`config.mk`:
```
export PLATFORM = sky130hd
export DESIGN_NAME = bmtc_cell
export DESIGN_NICKNAME = d
export VERILOG_FILES = /design/src/hw/rtl/bmtc_pkg.sv /design/src/hw/rtl/bmtc_cell.sv
export SDC_FILE = /design/constraint.sdc
export NUM_CORES = 1
export LEC_CHECK = 0
export BUFFER_PORTS_ARGS = -buffer_cell sky130_fd_sc_hd__buf_4
export CAP_MARGIN = 20
export CELL_PAD_IN_SITES_DETAIL_PLACEMENT = 1
export CELL_PAD_IN_SITES_GLOBAL_PLACEMENT = 2
export CORE_ASPECT_RATIO = 0.6
export CORE_MARGIN = 3
export CORE_UTILIZATION = 22
export CTS_CLUSTER_DIAMETER = 200
export CTS_CLUSTER_SIZE = 8
export DETAILED_ROUTE_END_ITERATION = 10
export GPL_ROUTABILITY_DRIVEN = 0
export PLACE_DENSITY_LB_ADDON = 0.1
export SLEW_MARGIN = 10
export SYNTH_ARGS = -nofsm -noshare
export SYNTH_HDL_FRONTEND = slang
export SYNTH_SLANG_ARGS = --single-unit
```
`constraint.sdc`:
```
create_clock -name clk -period 9.15 [get_ports clk]
set_input_delay 1.83 -clock clk [delete_from_list [all_inputs] [get_ports clk]]
set_output_delay 1.83 -clock clk [all_outputs]
set_load 0.03 [all_outputs]
```
`src/hw/rtl/bmtc_pkg.sv`:
```
// Shared types and constants of the bit matrix transitive closure block.
package bmtc_pkg;

  localparam int ROW_W         = 64;
  localparam int IDX_W         = 6;
  localparam int SIZE_W        = 7;
  localparam int MAX_NODES_DEF = 64;
  localparam int IN_TDATA_W    = 72;
  localparam int OUT_TDATA_W   = 72;
  localparam int CFG_INDEX_W   = 1;

  localparam logic [CFG_INDEX_W-1:0] CFG_MATRIX_SIZE = 1'b0;
  localparam logic [CFG_INDEX_W-1:0] CFG_REFLEXIVE   = 1'b1;

  localparam logic MODE_LOAD = 1'b0;
  localparam logic MODE_RUN  = 1'b1;

  typedef enum logic [1:0] {
    ST_IDLE,
    ST_CLOSE,
    ST_READ
  } state_t;

  typedef struct packed {
    logic shift;
    logic closing;
    logic diag;
  } cell_ctl_t;

endpackage

```
`src/hw/rtl/bmtc_cell.sv`:
```
// One cell of the row ring: holds one matrix row and hands its updated row onward.
module bmtc_cell (
  input  logic                       clk,
  input  bmtc_pkg::cell_ctl_t        ctl,
  input  logic                       load_sel,
  input  logic [bmtc_pkg::ROW_W-1:0] load_row,
  input  logic                       active,
  input  logic [bmtc_pkg::ROW_W-1:0] mask,
  input  logic [bmtc_pkg::ROW_W-1:0] cmask,
  input  logic [bmtc_pkg::ROW_W-1:0] pivot,
  input  logic [bmtc_pkg::ROW_W-1:0] next_row,
  output logic [bmtc_pkg::ROW_W-1:0] row_o,
  output logic [bmtc_pkg::ROW_W-1:0] upd_o
);
  import bmtc_pkg::*;

  logic [ROW_W-1:0] row_r;
  logic [ROW_W-1:0] row_nxt;
  logic [ROW_W-1:0] row_m;
  logic             hit;

  assign row_m = row_r & cmask;
  assign hit   = |(row_m & mask);
  assign row_o = row_r;

  always_comb begin
    if (ctl.closing) begin
      upd_o = row_m | (hit ? pivot : '0);
    end else begin
      upd_o = row_r | (ctl.diag ? mask : '0);
    end
  end

  always_comb begin
    if (load_sel) begin
      row_nxt = load_row;
    end else if (ctl.shift && active) begin
      row_nxt = next_row;
    end else begin
      row_nxt = row_r;
    end
  end

  always_ff @(posedge clk) begin
    row_r <= row_nxt;
  end

endmodule

```
Yosys cells after proc, flatten, opt, wreduce, memory -nomap -nowiden
Index checks and enable logic that the tools add are counted.
{"block": "op_classes", "muxes": 5, "bitwise_logic": 4, "reduce_logical": 3}
{"cell": "64-bit two-way mux", "n": 5}
{"cell": "64-bit AND", "n": 2}
{"cell": "64-bit bitwise OR", "n": 2}
{"cell": "64-bit OR reduction", "n": 1}
{"cell": "2-bit nonzero test", "n": 1}
{"cell": "1-bit logical AND", "n": 1}
{"block": "totals", "regBits": 64, "input_bits": 326, "out_inout_bits": 128, "word_cells": 13}

Longest topological paths before layout
Gate-level depths: netlist of run 1.
{"block": "depth", "depth_word": 6, "ltp_mapped": 6, "ltp_nobuf": 5}

Worst setup path after synthesis of run 1
Ideal clock, no wire load.
{"block": "synth_path", "kind": "input -> output", "start": "input mask[0] (netlist name)", "end": "output upd_o[53] (netlist name)", "t_arrival_ns": 3.659, "t_required_ns": 7.320, "slack_ns": 3.661, "stages": 6, "path_cell_list": "nand3_1 > nand4_1 > or4_4 > nor4_4 > buf_6 > a41oi_1"}
{"block": "synth_between", "elab_chain_len": 5}
{"item": "start, declared", "line_no": "bmtc_cell.sv:8", "rtl": "input logic [bmtc_pkg::ROW_W-1:0] mask,"}
{"item": "64-bit AND", "line_no": "bmtc_cell.sv:23", "rtl": "assign hit = |(row_m & mask);"}
{"item": "64-bit OR reduction", "line_no": "bmtc_cell.sv:23"}
{"item": "64-bit two-way mux", "line_no": "bmtc_cell.sv:28", "rtl": "upd_o = row_m | (hit ? pivot : '0);"}
{"item": "64-bit bitwise OR", "line_no": "bmtc_cell.sv:28"}
{"item": "64-bit two-way mux", "line_no": "bmtc_cell.sv:27", "rtl": "if (ctl.closing) begin"}
{"item": "end, declared", "line_no": "bmtc_cell.sv:13", "rtl": "output logic [bmtc_pkg::ROW_W-1:0] upd_o"}
Every way passes these cells.

Worst setup path in the final report of run 1
{"block": "layout_path", "start": "input cmask[14] (netlist name)", "end": "output upd_o[18] (netlist name)"}
{"block": "layout_between", "elab_chain_len": 6}
{"item": "start, declared", "line_no": "bmtc_cell.sv:9", "rtl": "input logic [bmtc_pkg::ROW_W-1:0] cmask,"}
{"item": "64-bit AND", "line_no": "bmtc_cell.sv:22", "rtl": "assign row_m = row_r & cmask;"}
{"item": "64-bit AND", "line_no": "bmtc_cell.sv:23"}
{"item": "64-bit OR reduction", "line_no": "bmtc_cell.sv:23"}
{"item": "64-bit two-way mux", "line_no": "bmtc_cell.sv:28"}
{"item": "64-bit bitwise OR", "line_no": "bmtc_cell.sv:28"}
{"item": "64-bit two-way mux", "line_no": "bmtc_cell.sv:27"}
Every way passes these cells.

==> impl_metrics.env, run 1 <==
export IMPL_cts_buffer_depth=2
export IMPL_crit_family="simple AND/OR/NAND/NOR gates"
export IMPL_hold_start="next_row[45]"
export IMPL_setup_total_negative_slack_ns=0
export IMPL_number_of_violations_reported_at_the_end_of_detailed_routing_iteration_0=480
export IMPL_whs_endpoint="row_o[45]$_DFFE_PP_"
export IMPL_synthDistinctLibCells=20
export IMPL_drcViolationCount=0
export IMPL_period_share_pct=70.4
export IMPL_number_of_buffers_added_by_the_clock_tree_synthesis_step=9
export IMPL_critPathMostFrequentCell="buf_4"
export IMPL_grt_pass1_wl_mm=50.0
export IMPL_cp_start_kind="input port"
export IMPL_cell_area_after_synthesis_um2=5710
export IMPL_fp_dieH_um=131
export IMPL_synth_top_cells_by_area="edfxtp_1, mux2_2, a21oi_1"
export IMPL_buffer_ports_inserted=453
export IMPL_wl_per_cell_um=25.2
export IMPL_start_util_pct=23.0
export IMPL_post_cts_setup_buffers=0
export IMPL_worst_ep_required_time_ns=7.32
export IMPL_synthCells=652
export IMPL_largest_register_ffs=64
export IMPL_clock_sinks=64
export IMPL_gr_total_overflow=0
export IMPL_yosys_warnings=0
export IMPL_design_core_area_um2=24800
export IMPL_run_status="finished clean"
export IMPL_path_buf_inv=3
export IMPL_num_vias=7300
export IMPL_ctsHoldBuffers=0
export IMPL_hold_depth=2
export IMPL_crit_type="in2out"
export IMPL_relSlewSlack_pct=24.2
export IMPL_setup_viol=0
export IMPL_endpoint_kind="output pin"
export IMPL_htreeDepth=3
export IMPL_layout_area_overhead_vs_synth_pct=70.1
export IMPL_max_freq_mhz=155
export IMPL_critical_path_slowest_cell="buf_4"
export IMPL_die_width_um=214
export IMPL_synth_largest_area_cell="edfxtp_1"
export IMPL_grt_pass1_vias=7392
export IMPL_max_slew_worst_pin_slew_ns=1.14
export IMPL_report_final_hold_viol_count=0
export IMPL_postRouteAntennaNets=0
export IMPL_path_cells="buf_4 > nand3_1 > nand4_1 > or4_1 > nor4_4 > buf_4 > a41oi_1 > buf_4"
export IMPL_placement_rows=44
export IMPL_ir_drop_mv=0.0914
export IMPL_cp_num_cells=8
export IMPL_post_route_cells_drive_above_1_share_pct=51.9
export IMPL_worst_path_largest_cell_delay_ns=0.76
export IMPL_ctsRootBufferMaster="clkbuf_16"
export IMPL_drt_pre_antenna_iters=5
export IMPL_track_usage_pct=24.1
export IMPL_avgViaCountPerCell=5.14
export IMPL_finalWorstPathRequiredPeriod_ns=6.44
export IMPL_cp_arrival_ns=4.61
export IMPL_leakagePower_uw=0.00423
export IMPL_min_delay_path_class="in2reg"
export IMPL_crit_fanout=64
export IMPL_synthesis_area_per_instance_um2=8.76
export IMPL_path_clk_slew_ns=0.06
export IMPL_dieArea_um2=28000
export IMPL_layout_nets=1395
export IMPL_postSynthNetCount=978
export IMPL_largest_net_degree_at_the_start_of_global_routing=77
export IMPL_synthDominantCellAreaShare_pct=33.7
export IMPL_placedInstanceArea_um2=9370
export IMPL_insertedDiodeCount=0
export IMPL_cts_tree="done"
export IMPL_grt_setup_unrepaired="false"
export IMPL_post_route_cell_area_um2=9710
export IMPL_antenna_found_initial=0
export IMPL_synth_ff_latch_count=64
export IMPL_cts_resized=0
export IMPL_power_density_nw_per_um2=146
export IMPL_max_cap_viol_count=0
export IMPL_ys_seq_area_share_pct=33.7
export IMPL_top_level_ports=454
export IMPL_finalMaxSlewViolations=0
export IMPL_detailedPlacementHpwl_mm=27.4
export IMPL_totalWireLength_mm=35.7
[cells by family after synthesis]
group	Yosys count	share of synthesized area [%]
AOI/OAI and AO/OA	259	32.9
buffers and inverters	118	8.55
DFF	64	33.7
muxes	64	12.6
and+or+nand+nor	147	12.3
[report_power, final]
part           total [uW]  switching [uW]  internal, uW
logic                 602             352           250
clock network         416             150           266
registers             403            38.2           365
total                1420             540           881
[cell usage in the layout, fill, tap and decap left out]
cell type,Yosys,routed
a31oi_4,0,1
clkbuf_1,43,1
nand2_1,65,65
buf_4,0,459
a41oi_2,12,12
inv_1,65,64
o32ai_1,64,64
a21o_4,0,1
nand3_1,62,62
edfxtp_1,64,64
a41oi_1,52,52
mux2_2,64,64
a21oi_1,128,128
a311o_1,1,1
or4_4,2,2
nand4_1,15,15
clkbuf_16,0,9
clkinvlp_4,0,1
nor2_4,0,1
bufinv_16,0,3
inv_2,0,1
nor4_4,1,1
clkinv_2,0,2
or4_1,1,1
[per-layer routing]
metal	vias to the layer above	global-route usage, %	share of wire [%]
li1	3438	-	-
met1	3538	30.5	43
met2	288	40.3	47
met3	36	8.07	7.9
met5	-	0	0
met4	0	6.06	2.0
[cell usage after synthesis]
master and count:
nor4_4 1, nor2_1 1, mux2_2 64, nand4_1 15
nand3_1 62, a31oi_1 1, inv_1 65, buf_6 6
or4_1 1, a311o_1 1, nand2_1 65, clkbuf_1 43
buf_1 4, edfxtp_1 64, o32ai_1 64, a21oi_1 128
a41oi_2 12, or4_4 2, a41oi_1 52, a21o_1 1
[worst max path at each step]
stage / from / endpoint / slack, ns
floorplan: mask[0] / upd_o[53] / 3.66
global placement: mask[14] / upd_o[54] / 2.79
detailed placement: cmask[14] / upd_o[18] / 2.76
CTS: cmask[14] / upd_o[18] / 2.75
global route: cmask[14] / upd_o[18] / 2.58
finish: cmask[14] / upd_o[18] / 2.71
[per-stage QoR]
stage,hold slack (ns),cells,total power [uW],utilization [%],worst slack (ns)
floorplan,2.05,652,703,-,3.66
global placement,2.13,1403,1010,37.7,2.79
detailed placement,2.14,1403,1010,37.7,2.76
CTS,1.76,1419,1440,39.1,2.75
global route,1.76,1419,1490,39.1,2.58
finish,1.78,1419,1420,39.1,2.71
[cell type report]
cell class	instances	area (um^2)
multi-input cells	470	3330
repair buffers	459	3450
clock buffers	10	229
flip-flops and latches	64	1920
well taps	345	432
fillers	2947	15100
inverters	65	244
clock inverters	6	108
Note: power is estimated with default switching activity, not from simulation.
==> inputs of run 2 (changes only) <==
Settings changed: CORE_UTILIZATION 22 to 20.
Clock period 9.15 ns to 6.6 ns, I/O delays scaled along.
==> impl_metrics.env, run 2 (synthesis results as in run 1) <==
export IMPL_run_status="finished clean"
export IMPL_power_total_uw=1860
export IMPL_top_level_ports=454
export IMPL_track_usage_pct=22.9
export IMPL_max_slew_worst_pin_slew_ns=1.09
export IMPL_sum_of_met2_wire_segment_lengths_after_detailed_routing_mm=17.4
export IMPL_crit_fanout=32
export IMPL_start_util_pct=20.5
export IMPL_most_common_layout_cells="buf_4, a21oi_1, nand2_1"
export IMPL_htreeDepth=3
export IMPL_buffer_ports_inserted=453
export IMPL_net_switching_component_of_the_power_uw=760
export IMPL_pwr_share_comb_pct=45.3
export IMPL_whs_endpoint="row_o[2]$_DFFE_PP_"
export IMPL_route_met3_wl_mm=3.14
export IMPL_worst_hold_slack_ns=1.25
export IMPL_max_cap_viol_count=0
export IMPL_clockPowerShare_pct=24.7
export IMPL_path_clk_slew_ns=0.06
export IMPL_largest_register_ffs=64
export IMPL_placement_rows=47
export IMPL_grt_setup_unrepaired="false"
export IMPL_power_report_internal_total_uw=1100
export IMPL_finalMaxSlewViolations=0
export IMPL_leakagePower_uw=0.00422
export IMPL_layout_nets=1399
export IMPL_totalWireLength_mm=36.8
export IMPL_grt_pass1_vias=7356
export IMPL_endpoint_kind="output pin"
export IMPL_number_of_violations_reported_at_the_end_of_detailed_routing_iteration_0=431
export IMPL_hold_start="next_row[2]"
export IMPL_ctsHoldBuffers=0
export IMPL_ir_drop_mv=0.123
export IMPL_report_final_hold_viol_count=0
export IMPL_detailedPlacementHpwl_mm=28.1
export IMPL_postRouteAntennaNets=0
export IMPL_dieArea_um2=30700
export IMPL_drt_pre_antenna_iters=5
export IMPL_insertedDiodeCount=0
export IMPL_net_sw_share_pct=40.8
export IMPL_die_width_um=224
export IMPL_post_route_cell_area_um2=9680
export IMPL_hold_depth=2
export IMPL_clock_sinks=64
export IMPL_cts_tree="done"
export IMPL_finalWorstPathRequiredPeriod_ns=5.13
export IMPL_period_share_pct=77.7
export IMPL_cp_start_kind="input port"
export IMPL_post_route_cells_drive_above_1_share_pct=51.7
export IMPL_crit_type="in2out"
export IMPL_min_delay_path_class="in2reg"
export IMPL_layout_area_overhead_vs_synth_pct=69.6
export IMPL_power_density_nw_per_um2=192
export IMPL_mostFrequentLayoutCell="buf_4"
export IMPL_placedInstanceArea_um2=9430
export IMPL_design_core_area_um2=27800
export IMPL_drcViolationCount=0
export IMPL_cp_arrival_ns=3.81
export IMPL_num_vias=7305
export IMPL_gr_total_overflow=0
export IMPL_worst_ep_required_time_ns=5.28
export IMPL_setup_total_negative_slack_ns=0
export IMPL_top_signal_layer_used="met5"
export IMPL_avgViaCountPerCell=5.06
export IMPL_ctsRootBufferMaster="clkbuf_16"
export IMPL_relSlewSlack_pct=27.3
export IMPL_wl_per_cell_um=25.4
export IMPL_antenna_found_initial=3
export IMPL_utilization_pct=34.8
export IMPL_cts_buffer_depth=2
export IMPL_post_cts_setup_buffers=0
export IMPL_max_freq_mhz=195
export IMPL_number_of_buffers_added_by_the_clock_tree_synthesis_step=9
export IMPL_nFillCells=3313
export IMPL_setup_viol=0
export IMPL_grt_pass1_wl_mm=51.0
export IMPL_largest_net_degree_at_the_start_of_global_routing=65
export IMPL_wl_met1_mm=15.8
export IMPL_seq_power_share_pct=30.0
export IMPL_cts_resized=0
export IMPL_fp_dieH_um=137
run 2: power by group through the flow:
stage                     Combinational, uW  Clock [uW]  Sequential [uW]
after CTS                               852         480              559
after detailed placement                849           0              567
after global placement                  846           0              567
final                                   843         460              559
after global routing                    896         487              568
after floorplan                         329           0              645
run 2: routing by layer:
layer / global-route usage [%] / vias to the layer above
li1: - / 3446
met2: 37.9 / 253
met3: 7.74 / 24
met1: 29.5 / 3580
met4: 4.29 / 2
met5: 0 / -
run 2: how the worst max path moves through the flow:
stage,from,to,slack [ns],cells after the start
final,mask[14],upd_o[19],1.47,8
after global routing,mask[14],upd_o[19],1.39,8
after CTS,mask[14],upd_o[19],1.46,8
after detailed placement,mask[14],upd_o[19],1.47,8
after global placement,cmask[14],upd_o[28],1.45,8
after floorplan,mask[0],upd_o[53],2.13,6
run 2: cell type report:
| cell class | instances | area, um^2 | share of cell area (%) |
|---|---|---|---|
| tap | 367 | 459 | 4.74 |
| clock buffer | 9 | 225 | 2.33 |
| timing repair buffer | 463 | 3480 | 35.9 |
| clock inverter | 7 | 28.8 | 0.297 |
| inverter | 65 | 244 | 2.52 |
| sequential | 64 | 1920 | 19.8 |
| multi-input combinational | 470 | 3330 | 34.4 |
run 2: critical path: stages:
cell,delay [ns]
buf_4,0.12
nand3_1,0.29
nand4_1,0.23
or4_1,0.61
nor4_4,0.25
buf_4,0.46
a41oi_1,0.25
buf_4,0.23
run 2: through the flow:
step | setup WS, ns | instances
floorplan | 2.13 | 652
detailed placement | 1.47 | 1429
global route | 1.39 | 1445
finish | 1.47 | 1445
CTS | 1.46 | 1445
global placement | 1.45 | 1429
==> inputs of run 3 (changes only) <==
Settings changed: CORE_UTILIZATION 20 to 18.
Clock period 6.6 ns to 4.7 ns, I/O delays scaled along.
==> impl_metrics.env, run 3 (synthesis results as in run 1) <==
export IMPL_detailedPlacementHpwl_mm=29.0
export IMPL_number_of_violations_reported_at_the_end_of_detailed_routing_iteration_0=301
export IMPL_endpoint_kind="output pin"
export IMPL_most_common_layout_cells="buf_4, a21oi_1, nand2_1"
export IMPL_fp_dieH_um=144
export IMPL_power_density_nw_per_um2=274
export IMPL_avgViaCountPerCell=4.91
export IMPL_placement_rows=49
export IMPL_totalWireLength_mm=37.6
export IMPL_antenna_found_initial=0
export IMPL_cts_tree="done"
export IMPL_ir_drop_mv=0.132
export IMPL_post_cts_setup_buffers=0
export IMPL_layout_area_overhead_vs_synth_pct=71.5
export IMPL_largest_register_ffs=64
export IMPL_setup_slack_ns=0.437
export IMPL_start_util_pct=18.7
export IMPL_dieArea_um2=34000
export IMPL_max_slew_worst_pin_slew_ns=1.05
export IMPL_crit_type="in2out"
export IMPL_leakagePower_uw=0.00424
export IMPL_die_width_um=236
export IMPL_insertedDiodeCount=0
export IMPL_ctsRootBufferMaster="clkbuf_16"
export IMPL_drt_pre_antenna_iters=4
export IMPL_gr_total_overflow=0
export IMPL_mostFrequentLayoutCell="buf_4"
export IMPL_relSlewSlack_pct=30.2
export IMPL_min_delay_path_class="in2reg"
export IMPL_drcViolationCount=0
export IMPL_report_final_hold_viol_count=0
export IMPL_htreeDepth=3
export IMPL_grt_setup_unrepaired="false"
export IMPL_cp_arrival_ns=3.32
export IMPL_cts_resized=0
export IMPL_buffer_ports_inserted=453
export IMPL_cp_start_kind="input port"
export IMPL_endpoint="upd_o[28]"
export IMPL_grt_pass1_wl_mm=52.6
export IMPL_max_freq_mhz=235
export IMPL_finalWorstPathRequiredPeriod_ns=4.26
export IMPL_setup_viol=0
export IMPL_track_usage_pct=21.2
export IMPL_crit_fanout=27
export IMPL_number_of_buffers_added_by_the_clock_tree_synthesis_step=9
export IMPL_period_share_pct=90.7
export IMPL_hold_start="next_row[42]"
export IMPL_num_vias=7294
export IMPL_grt_pass1_vias=7445
export IMPL_pre_cts_ws_ns=0.428
export IMPL_setup_total_negative_slack_ns=0
export IMPL_top_level_ports=454
export IMPL_startpoint="cmask[14]"
export IMPL_finalMaxSlewViolations=0
export IMPL_run_status="finished clean"
export IMPL_worst_ep_required_time_ns=3.76
export IMPL_design_core_area_um2=30600
export IMPL_post_route_cells_drive_above_1_share_pct=51.7
export IMPL_layout_nets=1398
export IMPL_nFillCells=3608
export IMPL_ctsHoldBuffers=0
export IMPL_cts_buffer_depth=2
export IMPL_postRouteAntennaNets=0
export IMPL_path_clk_slew_ns=0.06
export IMPL_max_cap_viol_count=0
export IMPL_wl_per_cell_um=25.3
export IMPL_largest_net_degree_at_the_start_of_global_routing=129
export IMPL_clock_sinks=64
run 3: worst min-delay path by stage:
stage	endpoint	cells after the start
6_report	row_o[42]$_DFFE_PP_	2
5_1_grt	row_o[55]$_DFFE_PP_	2
4_1_cts	row_o[42]$_DFFE_PP_	2
3_5_place_dp	row_o[60]$_DFFE_PP_	2
3_3_place_gp	row_o[44]$_DFFE_PP_	2
2_1_floorplan	row_o[0]$_DFFE_PP_	1
run 3: routing by layer:
layer	up-vias	track usage, %	wire length [um]
li1	3444	-	-
met1	3561	27.5	16900
met2	262	35.0	17800
met3	27	6.58	2460
met4	0	4.35	508
met5	-	0	0
run 3: critical path, cell delays in order:
cell and delay, ns:
buf_4 0.12, nand3_1 0.27, nand4_1 0.22, or4_1 0.59
nor4_4 0.31, buf_4 0.41, a41oi_1 0.22, buf_4 0.23
run 3: layout make-up:
cell class	count	area, um^2	share of cell area (%)
repair buffers	462	3510	35.8
clock buffers	11	233	2.38
inverters	65	244	2.49
well taps	408	510	5.21
clock inverters	5	47.5	0.486
multi-input cells	470	3330	34.0
flip-flops and latches	64	1920	19.6
run 3: power breakdown:
group          internal [uW]  switching (uW)  total (uW)
sequential               711            75.1         786
clock                    406             305         712
combinational            494             688        1180
run 3: through the flow:
| step | util (%) | hold slack (ns) | area [um^2] | cells | power (uW) |
|---|---|---|---|---|---|
| 2_1_floorplan | - | 1.16 | 5710 | 652 | 1370 |
| 3_3_place_gp | 31.1 | 1.24 | 9510 | 1469 | 1990 |
| 3_5_place_dp | 31.1 | 1.25 | 9510 | 1469 | 1990 |
| 4_1_cts | 32.0 | 0.848 | 9790 | 1485 | 2720 |
| 5_1_grt | 32.0 | 0.856 | 9790 | 1485 | 2810 |
| 6_report | 32.0 | 0.870 | 9790 | 1485 | 2680 |
